$ cat config.mk
export PLATFORM = sky130hd
export DESIGN_NAME = fixed_capacity_set_table
export DESIGN_NICKNAME = d
export VERILOG_FILES = /design/src/rtl/fcst_pkg.sv /design/src/rtl/fcst_cell.sv /design/src/rtl/fixed_capacity_set_table.sv
export SDC_FILE = /design/constraint.sdc
export NUM_CORES = 2
export LEC_CHECK = 0
export ABC_CLOCK_PERIOD_IN_PS = 2600
export BUFFER_PORTS_ARGS = -buffer_cell sky130_fd_sc_hd__buf_2
export CORE_MARGIN = 4
export CORE_UTILIZATION = 58
export CTS_CLUSTER_SIZE = 12
export DETAILED_ROUTE_END_ITERATION = 7
export MAX_ROUTING_LAYER = met4
export PLACE_DENSITY_LB_ADDON = 0.3
export SETUP_SLACK_MARGIN = 0.2
export SLEW_MARGIN = 20
export SYNTH_ARGS = -nofsm -noshare
export SYNTH_HDL_FRONTEND = slang
export SYNTH_SLANG_ARGS = --single-unit
$ cat constraint.sdc
create_clock -name clk -period 2.6 [get_ports clk]
set_input_delay 0.26 -clock clk [delete_from_list [all_inputs] [get_ports clk]]
set_output_delay 0.26 -clock clk [all_outputs]
set_load 0.02 [all_outputs]
$ cat src/rtl/fcst_pkg.sv
package fcst_pkg;

    localparam int CAPACITY_ENTRIES = 32;
    localparam int VALUE_WIDTH      = 32;

    // count must hold 0..CAPACITY_ENTRIES
    localparam int CNT_W = $clog2(CAPACITY_ENTRIES + 1);

    localparam int ACTION_W   = 2;
    localparam int VALUE_IN_W = 32;
    localparam int STATUS_W   = 2;
    localparam int SIZE_W     = 6;

    localparam logic [ACTION_W-1:0] ACT_INSERT = 2'd0;
    localparam logic [ACTION_W-1:0] ACT_ERASE  = 2'd1;
    localparam logic [ACTION_W-1:0] ACT_QUERY  = 2'd2;

    localparam logic [STATUS_W-1:0] ST_DONE     = 2'd0;
    localparam logic [STATUS_W-1:0] ST_DUP      = 2'd1;
    localparam logic [STATUS_W-1:0] ST_FULL     = 2'd2;
    localparam logic [STATUS_W-1:0] ST_NOTFOUND = 2'd3;

    typedef struct packed {
        logic start;      // launch the search token, clear hit marks
        logic load_tail;  // first free cell takes the key
        logic shift;      // cells at or past the hit take the right neighbor
    } fcst_ctrl_t;

endpackage

$ cat src/rtl/fcst_cell.sv
module fcst_cell (
    input  logic                              clk,
    input  logic                              rst_n,
    input  fcst_pkg::fcst_ctrl_t              ctrl,
    input  logic [fcst_pkg::VALUE_WIDTH-1:0]  key,
    input  logic                              active,
    input  logic                              tail,
    input  logic                              tok_in,
    input  logic                              hit_in,
    input  logic [fcst_pkg::VALUE_WIDTH-1:0]  right_value,
    output logic                              tok_out,
    output logic                              hit_out,
    output logic [fcst_pkg::VALUE_WIDTH-1:0]  value_out
);
    import fcst_pkg::*;

    logic                   tok_reg;
    logic                   hit_reg;
    logic                   hit_next;
    logic [VALUE_WIDTH-1:0] value_reg;
    logic                   match;

    assign match = tok_reg && active && (value_reg == key);

    always_comb
    begin
        hit_next = hit_reg;
        if (ctrl.start)
        begin
            hit_next = 1'b0;
        end
        else if (tok_reg)
        begin
            // hit mark covers this cell and everything to its right
            hit_next = hit_in | match;
        end
    end

    always_ff @(posedge clk or negedge rst_n)
    begin
        if (!rst_n)
        begin
            tok_reg <= 1'b0;
            hit_reg <= 1'b0;
        end
        else
        begin
            tok_reg <= tok_in;
            hit_reg <= hit_next;
        end
    end

    always_ff @(posedge clk)
    begin
        if (ctrl.load_tail && tail)
        begin
            value_reg <= key;
        end
        else if (ctrl.shift && hit_reg)
        begin
            // close the hole left by an erase
            value_reg <= right_value;
        end
    end

    assign tok_out   = tok_reg;
    assign hit_out   = hit_reg;
    assign value_out = value_reg;

endmodule

$ cat src/rtl/fixed_capacity_set_table.sv
// Channel | Direction | Handshake           | Word
// in      | to block  | in_valid / in_stall   | action, value
// out     | from block| out_valid / out_stall | status, present, size
//
// One request runs through a search, an update and an emit state: a search
// token walks the cell row one cell per cycle, then the update state decides
// the outcome and the emit state hands the result to the output register.
// Reset empties the set; cell contents stay undefined until written.
// A waiting result does not block the next request; out_stall only holds the
// block once a second result is ready behind it.
module fixed_capacity_set_table (
    input  logic                            clk,
    input  logic                            rst_n,
    input  logic                            in_valid,
    output logic                            in_stall,
    input  logic [fcst_pkg::ACTION_W-1:0]   action,
    input  logic [fcst_pkg::VALUE_IN_W-1:0] value,
    output logic                            out_valid,
    input  logic                            out_stall,
    output logic [fcst_pkg::STATUS_W-1:0]   status,
    output logic                            present,
    output logic [fcst_pkg::SIZE_W-1:0]     size
);
    import fcst_pkg::*;

    typedef enum logic [1:0] {
        S_IDLE,
        S_SEARCH,
        S_UPDATE,
        S_EMIT
    } state_t;

    state_t                 state_reg;
    logic [ACTION_W-1:0]    action_reg;
    logic [VALUE_WIDTH-1:0] key_reg;
    logic [CNT_W-1:0]       count_reg;
    logic [CNT_W-1:0]       count_next;
    logic [STATUS_W-1:0]    res_status_reg;
    logic [STATUS_W-1:0]    res_status_next;
    logic                   res_present_reg;
    logic                   out_valid_reg;
    logic [STATUS_W-1:0]    out_status_reg;
    logic                   out_present_reg;
    logic [SIZE_W-1:0]      out_size_reg;

    logic                   accept;
    logic                   found;
    fcst_ctrl_t             ctrl;

    logic [VALUE_IN_W+VALUE_WIDTH-1:0] value_ext;
    logic [VALUE_WIDTH-1:0]            key_next;
    logic [CNT_W+SIZE_W-1:0]           count_ext;

    logic [CAPACITY_ENTRIES:0]   tok;
    logic [CAPACITY_ENTRIES:0]   hit;
    logic [CAPACITY_ENTRIES-1:0] active;
    logic [CAPACITY_ENTRIES-1:0] tail;
    logic [VALUE_WIDTH-1:0]      cell_value [CAPACITY_ENTRIES];

    assign value_ext = {{VALUE_WIDTH{1'b0}}, value};
    assign key_next  = value_ext[VALUE_WIDTH-1:0];
    assign count_ext = {{SIZE_W{1'b0}}, count_reg};

    assign in_stall = (state_reg != S_IDLE);
    assign accept   = in_valid && !in_stall;

    assign tok[0] = ctrl.start;
    assign hit[0] = 1'b0;
    assign found  = hit[CAPACITY_ENTRIES];

    genvar gi;
    generate
        for (gi = 0; gi < CAPACITY_ENTRIES; gi++)
        begin : g_cell
            logic [VALUE_WIDTH-1:0] right_value;

            assign active[gi] = (count_reg > CNT_W'(gi));
            assign tail[gi]   = (count_reg == CNT_W'(gi));

            if (gi == CAPACITY_ENTRIES - 1)
            begin : g_last
                assign right_value = cell_value[gi];
            end
            else
            begin : g_mid
                assign right_value = cell_value[gi+1];
            end

            fcst_cell u_cell (
                .clk         (clk),
                .rst_n       (rst_n),
                .ctrl        (ctrl),
                .key         (key_reg),
                .active      (active[gi]),
                .tail        (tail[gi]),
                .tok_in      (tok[gi]),
                .hit_in      (hit[gi]),
                .right_value (right_value),
                .tok_out     (tok[gi+1]),
                .hit_out     (hit[gi+1]),
                .value_out   (cell_value[gi])
            );
        end
    endgenerate

    // decide the outcome once the token has left the last cell
    always_comb
    begin
        ctrl            = '0;
        ctrl.start      = accept;
        count_next      = count_reg;
        res_status_next = res_status_reg;
        if (state_reg == S_UPDATE)
        begin
            case (action_reg)
                ACT_INSERT:
                begin
                    if (found)
                    begin
                        res_status_next = ST_DUP;
                    end
                    else if (count_reg >= CNT_W'(CAPACITY_ENTRIES))
                    begin
                        res_status_next = ST_FULL;
                    end
                    else
                    begin
                        res_status_next = ST_DONE;
                        ctrl.load_tail  = 1'b1;
                        count_next      = count_reg + CNT_W'(1);
                    end
                end
                ACT_ERASE:
                begin
                    if (found)
                    begin
                        res_status_next = ST_DONE;
                        ctrl.shift      = 1'b1;
                        count_next      = count_reg - CNT_W'(1);
                    end
                    else
                    begin
                        res_status_next = ST_NOTFOUND;
                    end
                end
                default:
                begin
                    res_status_next = found ? ST_DONE : ST_NOTFOUND;
                end
            endcase
        end
    end

    always_ff @(posedge clk or negedge rst_n)
    begin
        if (!rst_n)
        begin
            state_reg       <= S_IDLE;
            action_reg      <= ACT_QUERY;
            key_reg         <= '0;
            count_reg       <= '0;
            res_status_reg  <= ST_DONE;
            res_present_reg <= 1'b0;
            out_valid_reg   <= 1'b0;
            out_status_reg  <= ST_DONE;
            out_present_reg <= 1'b0;
            out_size_reg    <= '0;
        end
        else
        begin
            // drop the word once taken, unless a new one replaces it this cycle
            if (out_valid_reg && !out_stall && (state_reg != S_EMIT))
            begin
                out_valid_reg <= 1'b0;
            end
            case (state_reg)
                S_IDLE:
                begin
                    if (accept)
                    begin
                        action_reg <= action;
                        key_reg    <= key_next;
                        state_reg  <= S_SEARCH;
                    end
                end
                S_SEARCH:
                begin
                    if (tok[CAPACITY_ENTRIES])
                    begin
                        state_reg <= S_UPDATE;
                    end
                end
                S_UPDATE:
                begin
                    count_reg       <= count_next;
                    res_status_reg  <= res_status_next;
                    res_present_reg <= found;
                    state_reg       <= S_EMIT;
                end
                S_EMIT:
                begin
                    // hold until the output register frees up
                    if (!out_valid_reg || !out_stall)
                    begin
                        out_valid_reg   <= 1'b1;
                        out_status_reg  <= res_status_reg;
                        out_present_reg <= res_present_reg;
                        out_size_reg    <= count_ext[SIZE_W-1:0];
                        state_reg       <= S_IDLE;
                    end
                end
                default:
                begin
                    state_reg <= S_IDLE;
                end
            endcase
        end
    end

    assign out_valid = out_valid_reg;
    assign status    = out_status_reg;
    assign present   = out_present_reg;
    assign size      = out_size_reg;

endmodule
Yosys cells after proc, flatten, opt, wreduce, memory -nomap -nowiden

Index checks and enable logic that the tools add are counted.

Add/sub/neg operators: 2
Multipliers: 0
Divide/modulo/power cells: 0
Magnitude comparators: 33
Equal/unequal tests: 74
Shift-type cells: 0
Muxes and demuxes: 147
Bitwise operators: 31
Reduce and logical (&&, ||, !) cells: 206

Operators with widths:

| operator                                                      | count |
|---|---|
| 2-to-1 mux 32 bit                                             | 62 |
| == test 32 bit                                                | 32 |
| logical AND 1 bit                                             | 130 |
| nonzero test 2 bit                                            | 65 |
| == test 6 x 5 -> 1 bit, second input constant                 | 16 |
| greater-than comparator 6 x 5 -> 1 bit, second input constant | 16 |
| 2-to-1 mux 1 bit                                              | 72 |
| == test 6 x 4 -> 1 bit, second input constant                 | 8 |
| greater-than comparator 6 x 4 -> 1 bit, second input constant | 8 |
| bitwise OR 1 bit                                              | 31 |
| == test 6 x 3 -> 1 bit, second input constant                 | 4 |
| greater-than comparator 6 x 3 -> 1 bit, second input constant | 4 |
| 2-to-1 mux 6 bit                                              | 3 |
| 2-to-1 mux 2 bit                                              | 8 |
| == test 6 x 2 -> 1 bit, second input constant                 | 2 |
| greater-than comparator 6 x 1 -> 1 bit, second input constant | 2 |
| greater-than comparator 6 x 2 -> 1 bit, second input constant | 2 |
| one-hot mux 6 bit (2 select lines)                            | 1 |
| != test 2 bit, second input constant                          | 4 |
| one-hot mux 2 bit (4 select lines)                            | 1 |
| adder 6 x 1 -> 6 bit, second input constant                   | 1 |
| == test 6 x 1 -> 1 bit, second input constant                 | 1 |
| greater-or-equal comparator 6 bit, second input constant      | 1 |
| logical NOT 6 bit                                             | 1 |
| other kinds (10)                                              | 18 |

Bits in registers: 1,143
Bits in latches: 0
Bits in writable memories: 0
Bits in read-only memories: 0
Bits of input ports: 38
Output and inout port bits: 11
Memories kept: 0

Longest topological paths before layout

Word-level depth: 8
Gate-level depth with buffers: 9

Hierarchy

Synthesis repeated with hierarchy kept, for this count alone.

Cells, all modules: 4,118
Area total of the unflattened synthesis: 59,713.5 sq um

By module, submodules not included:

| module                   | times used | cells each | area each (sq um) | seq. area each (sq um) |
|---|---|---|---|---|
| fcst_cell                | 32         | 120        | 1,775.5           | 1,011.0 |
| fixed_capacity_set_table | 1          | 278        | 2,899.0           | 1,377.6 |

Least setup slack after synthesis

OpenSTA, ideal clock, no wires.

Kind: register -> register
Start point: reg state_reg[0]
End point: reg g_cell[10].u_cell.value_reg[0], enable pin
Setup time: 0.389 ns
Arrival: 2.432 ns
Data required time: 2.211 ns
Setup slack: -0.222 ns
Cell stages (with the launch flop): 9
Path through: dfrtp_1 inv_1 ha_1 clkbuf_1 and3_1 nor4b_4 nand2_2 buf_2 nand2_1

Word-level cells in the longest chain between the ends: 4

Ends and longest elaborated chain:

| item                                 | RTL line                         | text |
|---|---|---|
| start, declared                      | fixed_capacity_set_table.sv:33   | `state_t state_reg;` |
| start signal, assigned               | fixed_capacity_set_table.sv:158  | `state_reg <= S_IDLE;` |
| start signal, assigned               | fixed_capacity_set_table.sv:183  | `state_reg <= S_SEARCH;` |
| start signal, assigned               | fixed_capacity_set_table.sv:190  | `state_reg <= S_UPDATE;` |
| == test 2 bit (*)                    | fixed_capacity_set_table.sv:113  | `if (state_reg == S_UPDATE)` |
| 2-to-1 mux 2 bit (*)                 | fixed_capacity_set_table.sv:113  |  |
| logical AND 1 bit (on tied branches) | fcst_cell.sv:59, fcst_cell.sv:55 |  |
| nonzero test 2 bit (no line) (*)     | --                               |  |
| end signal, assigned                 | fcst_cell.sv:57                  | `value_reg <= key;` |
| end signal, assigned                 | fcst_cell.sv:62                  | `value_reg <= right_value;` |
| end, declared                        | fcst_cell.sv:20                  | `logic [VALUE_WIDTH-1:0] value_reg;` |

Every way passes the cells marked *; elsewhere a longest branch is shown, timed or not.
A chain may end at the register's enable or synchronous reset.

Worst setup path after layout

Start point: reg key_reg[10]
End point: reg g_cell[1].u_cell.hit_reg

Word-level cells in the longest chain between the ends: 5

Ends and longest elaborated chain:

| item                   | RTL line                        | text |
|---|---|---|
| start, declared        | fixed_capacity_set_table.sv:35  | `logic [VALUE_WIDTH-1:0] key_reg;` |
| start signal, assigned | fixed_capacity_set_table.sv:182 | `key_reg <= key_next;` |
| == test 32 bit         | fcst_cell.sv:23                 | `assign match = tok_reg && active && (value_reg == key);` |
| logical AND 1 bit      | fcst_cell.sv:23                 |  |
| bitwise OR 1 bit       | fcst_cell.sv:35                 | `hit_next = hit_in \| match;` |
| 2-to-1 mux 1 bit       | fcst_cell.sv:32                 | `else if (tok_reg)` |
| 2-to-1 mux 1 bit       | fcst_cell.sv:28                 | `if (ctrl.start)` |
| end signal, assigned   | fcst_cell.sv:49                 | `hit_reg <= hit_next;` |
| end, declared          | fcst_cell.sv:18                 | `logic hit_reg;` |

Every way passes these cells. The select of a mux whose other input is x is not followed.

==> qor.yml <==
outcome:
  status: "finished, final reports clean"
cells_and_area:
  final_nets: 4567
  final_cell_mix: "edfxtp_1 (1024), mux2_2 (996), xnor2_1 (531)"
  drive_gt1_frac: 0.364
  final_cell_area_um2: 69500
  largest_register_ffs: 1024
  area_growth_pct: 15.3
  final_common_cell: "edfxtp_1"
drt:
  vias: 37700
  wl_per_cell_um: 29.7
  drcViolationCount: 0
  vias_per_cell: 6.31
  drt_pass1_iterations: 6
  postRouteAntennaNets: 0
  wirelength_mm: 178
  first_iter_violations: 4673
place:
  place_ws_ns: -0.191
  place_area_um2: 64400
  io_buffers: 48
  dp_hpwl_mm: 120
  place.gp.congestion: 0.951
logic_synthesis:
  syn-num-nets: 4347
  synth_edf_count: 1024
  syn_area_um2: 60300
  synthCells: 4297
  synthMuxAreaShare: 0.193
  synth-main-ff-cell: "edfxtp_1"
  ys_seq_area_frac: 0.560
  synth_seq_cells: 1143
  yosys_warnings: 0
  synthAdderAreaFrac: 0.00249
  synth_top_family_by_area: "multiplexers"
  synth-xor-area-share: 0.150
  synth_cell_types: 58
  synth_compound_area_frac: 0.00935
  async_reset_ff_frac: 0.104
  synth-simple-area-share: 0.0569
  avgSynthCellArea_um2: 14.0
clocking:
  clk_path_buf_depth: 3
  clkLatencyLatePin_ns: 0.74
  path_clk_slew_ns: 0.06
  htreeDepth: 4
  cts_buffers: 130
  cts_tree: "built"
  root_buffer: "clkbuf_16"
  numClockSinks: 1143
die:
  die_w_um: 330
  die_h_um: 330
  initial_utilization: 0.588
  dieArea_um2: 109000
  num_rows: 117
  fp.coreArea_um2: 102000
  boundaryPins: 49
critical_path:
  crit_buf_inv: 0
  cp.required_ns: 3.25
  end_kind: "register"
  crit_chain: "xor2_1 -> nor4_1 -> nand4_1 -> or4_1 -> o21ai_0"
  arrival_ns: 3.07
  cp_slowest_cell: "dfrtp_4"
  slowest_delay_ns: 0.68
  cp_max_fo: 14
  startpoint_type: "register"
  path_delay_family: "simple AND/OR/NAND/NOR gates"
  worstSetupPathType: "register to register"
power_and_ir_drop:
  p_sw_frac: 0.197
  p_leak_nw: 18.6
  vdd_drop_max_uv: 570
  p_comb_frac: 0.003
  p_switching_mw: 7.42
  p_seq_frac: 0.524
  p_clk_frac: 0.472
  p_total_mw: 37.6
  p_int_mw: 30.2
  power_density_nw_per_um2: 542
sta:
  fin_hold_ws_ns: 0.0660
  setup_tns_ns: 0
  rsz0062_at_grt: "yes"
  fin_crit_ns: 2.42
  post-route-period-util: 0.929
  worst_slew_pin_slew_ns: 0.869
  skew_ns: 0.0336
  setup_violations: 0
  finalMaxSlewViolations: 0
  slew_headroom: 0.414
  fmaxAchievable_mhz: 414
  hold_viol: 0
  setup_slack_ns: 0.185
global_routing:
  grt_max_degree: 76
  antenna_found_initial: 8
  grt_overflow: 0
  grt_pass1_vias: 37400
  grt_use_total: 0.332
  grt_pass1_wl_mm: 256
worst_hold_path:
  min_path_type: "input port to register"
flow_run:
  maxCapViolations: 0
-- worst paths after layout --
kind                                     startpoint                  endpoint  slack [ns]  cells past startpoint
setup / recovery                        key_reg[10]  g_cell[1].u_cell.hit_out        0.18                      5
hold / removal                             in_valid              state_reg[0]        0.07                      3
setup reg to reg                        key_reg[10]  g_cell[1].u_cell.hit_out        0.18                      5
hold reg to reg            g_cell[0].u_cell.tok_out  g_cell[1].u_cell.tok_out        0.40                      0
max in group asynchronous                     rst_n             action_reg[1]        1.61                      3
min in group asynchronous                     rst_n                key_reg[4]        0.08                      2
-- Yosys cell counts (all sizes together), types with 34 or more instances --
| library cell | n | share of area |
|---|---|---|
| xnor2 | 532 | 0.077 |
| nand4 | 157 | 0.017 |
| buf | 223 | 0.020 |
| nand2 | 203 | 0.013 |
| dfrtp | 118 | 0.049 |
| xor2 | 499 | 0.073 |
| nor4 | 139 | 0.014 |
| nor2 | 34 | 0.0026 |
| mux2 | 1004 | 0.19 |
| nand3 | 38 | 0.0035 |
| clkbuf | 128 | 0.0080 |
| edfxtp | 1024 | 0.51 |
-- layer usage --
metal | track usage | up-vias | share of wire
met2 | 0.505 | 1975 | 0.46
met1 | 0.434 | 19100 | 0.39
met5 | - | - | 0
met4 | 0.141 | 0 | 0.049
li1 | - | 16200 | -
met3 | 0.0704 | 440 | 0.098
-- cell type report --
class	count	area [µm²]
Multi-Input combinational cell	2793	25100
Timing Repair Buffer	439	4700
Clock buffer	187	3720
Clock inverter	40	327
Sequential cell	1143	33900
Inverter	10	38.8
Tap cell	1368	1710
Fill cell	6957	33000
Antenna cell	6	15.0
-- what timing repair did --
item | in CTS | in global routing
gates resized for setup | 4 | 26
hold buffers | 36 | 0
setup endpoints to repair | 503 | 509
cloned | 0 | 1
pin swaps | 0 | 3
hold endpoints to repair | 100 | 0
buffers inserted | 20 | 15
-- logic make-up (layout without fill, tap and decap cells) --
kind of cell             Yosys count  count (layout)
AO/OA/AOI/OAI                     86              86
flip-flops                      1143            1143
adder cells (fa/ha/maj)           12              12
buffers and inverters            361             676
XOR/XNOR                        1031            1031
other                              0               6
AND/OR/NAND/NOR                  629             629
multiplexers                    1035            1035
-- worst reg2reg max path: cells and delay by family (launching register included) --
kind / cells / cell delay [ns]
AOI/OAI and AO/OA: 1 / 0.11
xor gates and xnor gates: 1 / 0.27
DFF: 1 / 0.68
and+or+nand+nor: 3 / 1.28
-- through the flow --
stage           util  cells
2_1_floorplan      -   4297
6_report       0.678   5986
3_5_place_dp   0.628   5681
3_3_place_gp   0.628   5681
5_1_grt        0.678   5985
4_1_cts        0.675   5964
-- power groups by stage --
stage	Combinational [mW]	Clock [mW]	Sequential [mW]
final	0.128	17.8	19.7
after global routing	0.137	18.6	19.7
after CTS	0.125	17.8	19.7
after detailed placement	0.0825	0	20.1
after global placement	0.0821	0	20.1
after floorplan	0.000588	0	20.1
No activity file was read; power rests on OpenSTA's default activity.
